===== config.mk =====
export PLATFORM = sky130hd
export DESIGN_NAME = ads_ramp
export DESIGN_NICKNAME = d
export VERILOG_FILES = /design/src/design/ads_pkg.sv /design/src/design/ads_ramp.sv
export SDC_FILE = /design/constraint.sdc
export NUM_CORES = 1
export LEC_CHECK = 0
export BUFFER_PORTS_ARGS = -buffer_cell sky130_fd_sc_hd__buf_2
export CAP_MARGIN = 25
export CORE_ASPECT_RATIO = 0.75
export CORE_MARGIN = 2
export CORE_UTILIZATION = 60
export CTS_CLUSTER_DIAMETER = 100
export DETAILED_ROUTE_END_ITERATION = 10
export PLACE_DENSITY_LB_ADDON = 0.25
export SKIP_LAST_GASP = 1
export SYNTH_ARGS = -nofsm -noshare
export SYNTH_HDL_FRONTEND = slang
export SYNTH_SLANG_ARGS = --single-unit

===== constraint.sdc =====
create_clock -name clk -period 19.93 [get_ports clk]
set_input_delay 1.993 -clock clk [delete_from_list [all_inputs] [get_ports clk]]
set_output_delay 1.993 -clock clk [all_outputs]
set_load 0.01 [all_outputs]

===== src/design/ads_pkg.sv =====
// ----------------------------------------------------------------------------
// ads_pkg
// Shared constants for the antialiased disc stamp unit.
// ----------------------------------------------------------------------------
package ads_pkg;

  localparam int DEF_MAX_WIDTH  = 256;
  localparam int DEF_MAX_HEIGHT = 256;
  localparam int DEF_MAX_RADIUS = 31;

  localparam int CFG_W   = 9;
  localparam int COORD_W = 11;
  localparam int PIX_W   = 8;
  localparam int RAD_W   = 9;
  localparam int SQ_W    = 19;   // 256 * (dx*dx + dy*dy), |dx|,|dy| <= 31

  // Register indexes
  localparam logic [1:0] CFG_IMAGE_WIDTH  = 2'd0;
  localparam logic [1:0] CFG_IMAGE_HEIGHT = 2'd1;
  localparam logic [1:0] CFG_TABLE_RADIUS = 2'd2;

  // Transaction kinds
  localparam logic [1:0] KIND_WRITE = 2'd0;
  localparam logic [1:0] KIND_READ  = 2'd1;
  localparam logic [1:0] KIND_STAMP = 2'd2;

  localparam logic [CFG_W-1:0] RST_IMAGE_WIDTH  = 9'd256;
  localparam logic [CFG_W-1:0] RST_IMAGE_HEIGHT = 9'd256;
  localparam logic [CFG_W-1:0] RST_TABLE_RADIUS = 9'd511;

  localparam logic [PIX_W-1:0] PIX_FULL = 8'hFF;

endpackage


===== src/design/ads_ramp.sv =====
// ----------------------------------------------------------------------------
// ads_ramp
// Edge ramp value: bit-serial square root of the scaled distance, then a
// restoring divide giving 765*(R-W)/R rounded half up, clamped to 255.
// ----------------------------------------------------------------------------
module ads_ramp
  import ads_pkg::*;
(
  input  logic             clk,
  input  logic             rst,
  input  logic             start,
  input  logic [SQ_W-1:0]  s,
  input  logic [RAD_W-1:0] r,
  output logic             done,
  output logic [PIX_W-1:0] q
);

  typedef enum logic [3:0] {
    R_IDLE = 4'b0001,
    R_SQRT = 4'b0010,
    R_PREP = 4'b0100,
    R_DIV  = 4'b1000
  } ramp_state_t;

  ramp_state_t      state;
  logic [SQ_W-1:0]  s_r;
  logic [RAD_W-1:0] r_r;
  logic [RAD_W-1:0] res;
  logic [3:0]       cnt;
  logic [9:0]       rem;
  logic [9:0]       low;
  logic [9:0]       den;
  logic [9:0]       quo;

  logic [RAD_W-1:0] trial;
  logic [17:0]      trial_sq;
  logic [19:0]      num;
  logic [10:0]      rem_sh;

  assign trial    = res | (RAD_W'(1) << cnt);
  assign trial_sq = trial * trial;
  assign num      = 20'd1530 * 20'(r_r - res) + 20'(r_r);
  assign rem_sh   = {rem, low[9]};
  assign q        = (|quo[9:8]) ? PIX_FULL : quo[7:0];

  always_ff @(posedge clk) begin
    if (rst) begin
      state <= R_IDLE;
      done  <= 1'b0;
    end else begin
      done <= 1'b0;
      case (state)
        R_IDLE: begin
          if (start) begin
            s_r   <= s;
            r_r   <= r;
            res   <= '0;
            cnt   <= 4'd8;
            state <= R_SQRT;
          end
        end
        R_SQRT: begin
          if ({1'b0, trial_sq} <= s_r) begin
            res <= trial;
          end
          if (cnt == 4'd0) begin
            state <= R_PREP;
          end else begin
            cnt <= cnt - 4'd1;
          end
        end
        R_PREP: begin
          rem   <= num[19:10];
          low   <= num[9:0];
          den   <= {r_r, 1'b0};
          quo   <= '0;
          cnt   <= 4'd9;
          state <= R_DIV;
        end
        R_DIV: begin
          if (rem_sh >= {1'b0, den}) begin
            rem <= 10'(rem_sh - {1'b0, den});
            quo <= {quo[8:0], 1'b1};
          end else begin
            rem <= rem_sh[9:0];
            quo <= {quo[8:0], 1'b0};
          end
          low <= {low[8:0], 1'b0};
          if (cnt == 4'd0) begin
            done  <= 1'b1;
            state <= R_IDLE;
          end else begin
            cnt <= cnt - 4'd1;
          end
        end
        default: state <= R_IDLE;
      endcase
    end
  end

endmodule


==> flow_metrics.tcl, run 1 <==
set metrics [dict create \
    r2r-start "r_r[4]" \
    relSlewSlack 0.214 \
    finalNonFillerCells 1285 \
    place_ws_ps 11860 \
    synth_area_sq_mm 0.00986 \
    die-height_um 115 \
    min_from "r_r[0]" \
    critPathLaunchType "flop" \
    yosys_warnings 0 \
    initial_utilization 0.614 \
    coreArea_sq_mm 0.0161 \
    ys_ff_latch 85 \
    fmaxAchievable_ghz 0.122 \
    num_antenna_cells 0 \
    cts_hold_buf 0 \
    htree_levels 3 \
    synth_nets 1278 \
    synth_edf_count 80 \
    worstHoldPathType "reg2reg" \
    period_minus_slack_ps 8190 \
    reg2reg_slack_ps 11740 \
    syn_to_final_growth_pct 7.50 \
    setup_slack_ps 11740 \
    synth.avg_cell_area_sq_um 9.56 \
    worstPathRequired_ps 20140 \
    post-dp-hpwl_um 17500 \
    holdPathEnd "den[1]" \
    drtPass1Iterations 5 \
    path_clk_slew_ps 70 \
    vias_per_cell 5.57 \
    cts_resized 0 \
    drt_iter0_drc 629 \
    portBuffers 39 \
    syn_inst 1031 \
    dp.cells 1268 \
    synthTopCellsByArea "edfxtp_1, fa_1, ha_1" \
    ys.flop_type "edfxtp_1" \
    setup_viol 0 \
    grt_max_degree 36 \
    grt_pass1_vias 6841 \
    holdPathStages 0 \
    pin_count 40 \
    place_congestion 0.880 \
    antenna_found_initial 0 \
    seq_area_frac_synth 0.254 \
    grt_pass1_wl_um 35200 \
    dieArea_sq_mm 0.0175 \
    end_kind "flop" \
    overflow 0 \
    routed_wl_um 21100 \
    ant_nets 0 \
    drc 0 \
    cts_tree "built" \
    vias 7155 \
    cap_viol_max_count 0 \
    yosys.area.top_type "edfxtp_1" \
    path_class "reg2reg" \
    skew_ps 11.2 \
    ctsRootBufferMaster "clkbuf_16" \
    fin_setup_tns_ps 0 \
    rr_endpoint "rem[9]" \
    slew_violations 0 \
    status "completed" \
    synth_cell_type_count 66 \
    cp.arrival_ps 8400 \
    numCtsBuffers 9 \
    drive_gt1_frac 0.0772 \
    tightest_slew_ps 1180 \
    rows 40 \
    cts_max_path_buffers 2 \
    clk_latency_ps 360 \
    synth_top_area_share 0.244 \
    wire_per_inst_um 16.4 \
    cts.sinks 85 \
    grt_use_total 0.254 \
    fin_nets 1317 \
    cp_max_fo 11 \
    fin_util 0.660 \
    ys_async_sr_fraction 0 \
    finalHoldViolCount 0 \
    nFillCells 1266 \
    fin_crit_sh 0.411 \
    post_cts_buffers 0 \
    die_x_um 152 \
    worstRegToRegCells 27 \
    rsz0062_at_grt "false" \
]
kinds of logic after synthesis:
kind of cell	after synthesis	synth area share
AOI/OAI and AO/OA	152	0.104
xor gates and xnor gates	74	0.0671
adders and majority gates	216	0.341
buffers and inverters	231	0.0882
DFF	85	0.254
muxes	21	0.0221
other	1	0.000380
and+or+nand+nor	251	0.123
final cells by class:
type	count	area, sq um	area share
clock buffers	10	239	0.0226
multi-input cells	715	6500	0.614
flip-flops and latches	85	2500	0.236
clock inverters	6	52.6	0.00496
well taps	210	263	0.0248
inverters	216	811	0.0765
repair buffers	43	225	0.0213
registers in the layout, indices dropped and copies added (netlist names):
| signal | flops |
|---|---|
| s_r | 19 |
| low | 10 |
| quo | 10 |
| rem | 10 |
| den | 9 |
| r_r | 9 |
| res | 9 |
| cnt | 4 |
| state | 4 |
| done | 1 |
critical path, stage by stage, from the launching register on:
cell and delay (ps):
edfxtp_1 490, ha_1 440, and2_1 200, o211a_1 180
o31ai_1 110, a211oi_1 370, or2_2 180, a21o_1 560
inv_1 430, ha_1 410, inv_1 70, fa_1 530
inv_1 50, fa_1 460, fa_1 550, inv_1 50
fa_1 490, inv_1 40, ha_1 260, or2_2 320
o221ai_1 170, o311ai_0 170, a211oi_1 360, nand2_1 200
nor4b_4 320, and4_1 250, xnor3_1 240, mux2i_1 130
how the worst max path moves through the flow:
stage                       from  endpoint  slack [ps]  depth (start not counted)
after detailed placement  r_r[4]    rem[9]       11860                         27
after global routing      r_r[4]    rem[9]       11230                         27
after global placement    r_r[4]    rem[9]       11910                         27
after floorplan              rst    low[0]       12450                          2
after CTS                 r_r[4]    rem[9]       11820                         27
final                     r_r[4]    rem[9]       11740                         27
through the flow:
stage,hold WS [ps],cell area [sq um]
after CTS,467,10600
final,483,10600
after global placement,437,10300
after global routing,497,10600
after detailed placement,444,10300
after floorplan,426,9860
synthesized netlist by cell type, types with 4 or more instances:
cell and number:
a211oi_1 7, a21boi_0 6, a21o_1 12, a21oi_1 32, a31oi_1 8, and2_1 13
and3_1 5, and4_1 4, clkbuf_1 12, dfxtp_1 5, edfxtp_1 80, fa_1 88
ha_1 128, inv_1 213, mux2_2 6, mux2i_1 15, nand2_1 72, nand2b_1 10
nand3_1 8, nand4_1 7, nor2_1 79, nor2b_1 8, nor3_1 19, nor4_1 4
o211ai_1 4, o21a_1 11, o21ai_0 35, o21bai_1 5, or3_1 11, xnor2_1 57
xor2_1 16
placed cells by master (no fill, tap or decap), drive strengths merged, types with 4 or more instances in the layout:
cell / count
nand4: 7
or3: 11
o21bai: 5
a31oi: 8
clkbuf: 10
dfxtp: 5
and2: 13
o211ai: 4
ha: 128
a211oi: 7
and3: 6
clkinv: 4
nor2b: 8
inv: 216
mux2i: 15
a21oi: 32
xor2: 16
nor4: 4
mux2: 6
edfxtp: 80
nor2: 79
a211o: 4
o21a: 11
and4: 4
buf: 43
nand3: 8
xnor2: 57
o21ai: 37
nand2: 72
a21o: 13
fa: 88
nand2b: 10
nor3: 19
a21boi: 6
metal layers:
layer  track usage  wire, um  vias to the layer above
met3        0.0494      1540                       17
li1              -         -                     3492
met5             0         0                        -
met1         0.412     11000                     3421
met2         0.353      8360                      225
met4        0.0486       199                        0
Power of run 1 is left out: the tool's default activity adds up to more than one toggle a clock period on the data nets, which glitch-free logic cannot reach.
==> run 2, diff against run 1 <==
- clock period: 19.93 -> 8 ns (I/O delays scaled with it)
==> flow_metrics.tcl, run 2 (same netlist as run 1, synthesis figures left out) <==
set metrics [dict create \
    drtPass1Iterations 6 \
    clk_latency_ps 350 \
    fin_crit_sh 0.941 \
    grt_use_total 0.251 \
    syn_to_final_growth_pct 8.99 \
    overflow 0 \
    path_class "reg2reg" \
    ant_nets 0 \
    finalHoldViolCount 0 \
    ctsRootBufferMaster "clkbuf_16" \
    pin_count 40 \
    fin_util 0.669 \
    cts_tree "built" \
    path_clk_slew_ps 70 \
    antenna_found_initial 0 \
    wire_per_inst_um 16.2 \
    status "completed" \
    drive_gt1_frac 0.0908 \
    numCtsBuffers 9 \
    crit_slowest_cell "fa_1" \
    setup_viol 0 \
    fin_nets 1332 \
    worstHoldPathType "reg2reg" \
    drc 0 \
    relSlewSlack 0.271 \
    final_common_cell "inv_1" \
    min_from "r_r[0]" \
    end_kind "flop" \
    r2r-start "cnt[3]" \
    grt_max_degree 38 \
    largest_reg_flops 19 \
    portBuffers 39 \
    skew_ps 9.02 \
    post-dp-hpwl_um 17600 \
    die-height_um 115 \
    num_antenna_cells 0 \
    routed_wl_um 21000 \
    cts_max_path_buffers 2 \
    whs_ps 484 \
    place_congestion 0.913 \
    cp_max_fo 9 \
    die_x_um 152 \
    tightest_slew_ps 1090 \
    cap_viol_max_count 0 \
    critPathBufInv 5 \
    cts.sinks 85 \
    vias 7156 \
    fmaxAchievable_ghz 0.133 \
    cp.arrival_ps 7580 \
    final_cell_mix "inv_1, ha_1, fa_1" \
    rows 40 \
    initial_utilization 0.614 \
    slew_violations 0 \
    worstPathRequired_ps 8050 \
    critPathMaxStageDelay_ps 520 \
    vias_per_cell 5.50 \
    critPathLaunchType "flop" \
    dieArea_sq_mm 0.0175 \
    grt_pass1_wl_um 34900 \
    period_minus_slack_ps 7530 \
    grt_pass1_vias 7015 \
    htree_levels 3 \
    coreArea_sq_mm 0.0161 \
    regMostFlops "s_r" \
    cp_top_family "adder cells" \
    drt_iter0_drc 663 \
    crit_start "cnt[3]" \
]
[run 2: timing repair]
action	CTS	global route
hold buffers	0	0
setup endpoints to repair	0	9
resized for setup	0	3
buffers inserted	0	0
[run 2: final timing paths]
kind,to,slack (ps),depth (start not counted)
min,den[1],480,0
min reg2reg,den[1],480,0
max reg2reg,res[2],470,28
max,res[2],470,28
[run 2: layout make-up]
| cell class | count | area (sq um) |
|---|---|---|
| Tap cell | 210 | 263 |
| Fill cell | 1270 | 5320 |
| Clock buffer | 9 | 225 |
| Sequential cell | 85 | 2500 |
| Multi-Input combinational cell | 715 | 6510 |
| Clock inverter | 7 | 92.6 |
| Timing Repair Buffer | 58 | 338 |
| Inverter | 216 | 811 |
[run 2: worst reg2reg max path: cells and delay by family (launching register included)]
family,cells,cell delay [ps]
flip-flops,1,400
AND/OR/NAND/NOR,6,1250
buffers and inverters,5,720
XOR/XNOR,1,210
adder cells (fa/ha/maj),6,2600
AO/OA/AOI/OAI,10,2050
[run 2: routing by layer]
layer / vias to the layer above / routed length, um / GRT usage
met2: 244 / 8580 / 0.363
li1: 3534 / - / -
met4: 0 / 104 / 0.0374
met5: - / 0 / 0
met1: 3370 / 10600 / 0.390
met3: 8 / 1770 / 0.0645
[run 2: stage by stage]
stage | cells | setup WS, ps | instance area (sq um) | setup TNS [ps]
final | 1300 | 473 | 10700 | 0
after global routing | 1300 | -11.0 | 10700 | -94.1
after CTS | 1300 | 543 | 10700 | 0
after detailed placement | 1284 | 623 | 10400 | 0
after global placement | 1284 | 637 | 10400 | 0
after floorplan | 1031 | 753 | 9860 | 0
Power of run 2 is left out for the same reason.
==> run 3, diff against run 2 <==
--- a/config.mk
+++ b/config.mk
@@ -9,5 +9,5 @@
 export CAP_MARGIN = 25
 export CORE_ASPECT_RATIO = 0.75
-export CORE_MARGIN = 2
+export CORE_MARGIN = 5
 export CORE_UTILIZATION = 60
 export CTS_CLUSTER_DIAMETER = 100
==> constraint.sdc (replaced) <==
create_clock -name clk -period 8 [get_ports clk]
set_input_delay 0.8 -clock clk [delete_from_list [all_inputs] [get_ports clk]]
set_output_delay 0.8 -clock clk [all_outputs]
set_load 0.1 [all_outputs]
==> flow_metrics.tcl, run 3 (same netlist as run 1, synthesis figures left out) <==
set metrics [dict create \
    rsz0062_at_grt "false" \
    nFillCells 1299 \
    die-height_um 121 \
    initial_utilization 0.614 \
    overflow 0 \
    regMostFlops "s_r" \
    vias_per_cell 5.49 \
    cts_hold_buf 0 \
    pin_count 40 \
    portBuffers 39 \
    critPathMaxStageDelay_ps 610 \
    cts_tree "built" \
    finalHoldViolCount 0 \
    drtPass1Iterations 5 \
    setup_viol 0 \
    dieArea_sq_mm 0.0191 \
    syn_to_final_growth_pct 8.63 \
    grt_pass1_vias 6810 \
    skew_ps 9.36 \
    place_congestion 0.940 \
    critPathBufInv 3 \
    cts.sinks 85 \
    status "completed" \
    worstHoldPathType "reg2reg" \
    ctsRootBufferMaster "clkbuf_16" \
    fin_setup_tns_ps 0 \
    worstPathRequired_ps 8040 \
    path_clk_slew_ps 70 \
    end_kind "flop" \
    final_common_cell "inv_1" \
    critPathLaunchType "flop" \
    antenna_found_initial 0 \
    fin_crit_sh 0.949 \
    drive_gt1_frac 0.0882 \
    fin_nets 1331 \
    routed_wl_um 20600 \
    dp.cells 1283 \
    cp_common_cell "a21oi_1" \
    relSlewSlack 0.261 \
    htree_levels 3 \
    placed_area_sq_mm 0.0104 \
    final_cell_mix "inv_1, ha_1, fa_1" \
    cap_viol_max_count 0 \
    cts_max_path_buffers 2 \
    vias 7126 \
    grt_pass1_wl_um 33800 \
    post_cts_buffers 0 \
    ant_nets 0 \
    drc 0 \
    cp_top_family "adder cells" \
    numCtsBuffers 9 \
    die_x_um 158 \
    coreArea_sq_mm 0.0161 \
    cp.arrival_ps 7630 \
    wire_per_inst_um 15.9 \
    path_class "reg2reg" \
    period_minus_slack_ps 7590 \
    drt_iter0_drc 592 \
    num_antenna_cells 0 \
    cp_max_fo 9 \
    design_area_sq_mm 0.0107 \
    finalNonFillerCells 1299 \
    largest_reg_flops 19 \
    fmaxAchievable_ghz 0.132 \
    grt_use_total 0.223 \
    cts_resized 0 \
    rows 40 \
    post-dp-hpwl_um 17400 \
    clk_latency_ps 340 \
    tightest_slew_ps 1110 \
    slew_violations 0 \
    crit_slowest_cell "fa_1" \
    grt_max_degree 39 \
]
==> run 3: cell types whose count changed in the layout (fill, tap and decap cells not counted), sizes merged <==
cell      before  now
buf           58   57
clkinvlp       2    1
clkbuf         9   10
==> run 3: per-layer routing <==
metal  global-route usage  vias to the layer above  part of all wire
met4               0.0293                        0            0.0065
met1                0.372                     3411              0.53
met3               0.0385                       10             0.063
met5                    0                        -                 0
met2                0.308                      190              0.40
li1                     -                     3515                 -
==> run 3: final timing paths <==
kind,startpoint,to,slack [ps],cells past startpoint
hold / removal,r_r[0],den[1],470,0
setup / recovery,cnt[0],res[8],410,25
setup reg to reg,cnt[0],res[8],410,25
hold reg to reg,r_r[0],den[1],470,0
==> run 3: layout make-up <==
cell class | count | area, sq um | area share
clock buffers | 10 | 229 | 0.0214
clock inverters | 6 | 71.3 | 0.00666
inverters | 216 | 811 | 0.0757
multi-input cells | 715 | 6500 | 0.607
flip-flops and latches | 85 | 2500 | 0.234
well taps | 210 | 263 | 0.0245
repair buffers | 57 | 330 | 0.0308
==> run 3: stage by stage <==
| step | worst slack [ps] | hold slack [ps] | utilization |
|---|---|---|---|
| 2_1_floorplan | 753 | 426 | - |
| 3_3_place_gp | 715 | 431 | 0.648 |
| 3_5_place_dp | 616 | 442 | 0.648 |
| 4_1_cts | 584 | 464 | 0.666 |
| 5_1_grt | 23.1 | 467 | 0.667 |
| 6_report | 410 | 472 | 0.667 |
Power of run 3 is left out for the same reason.
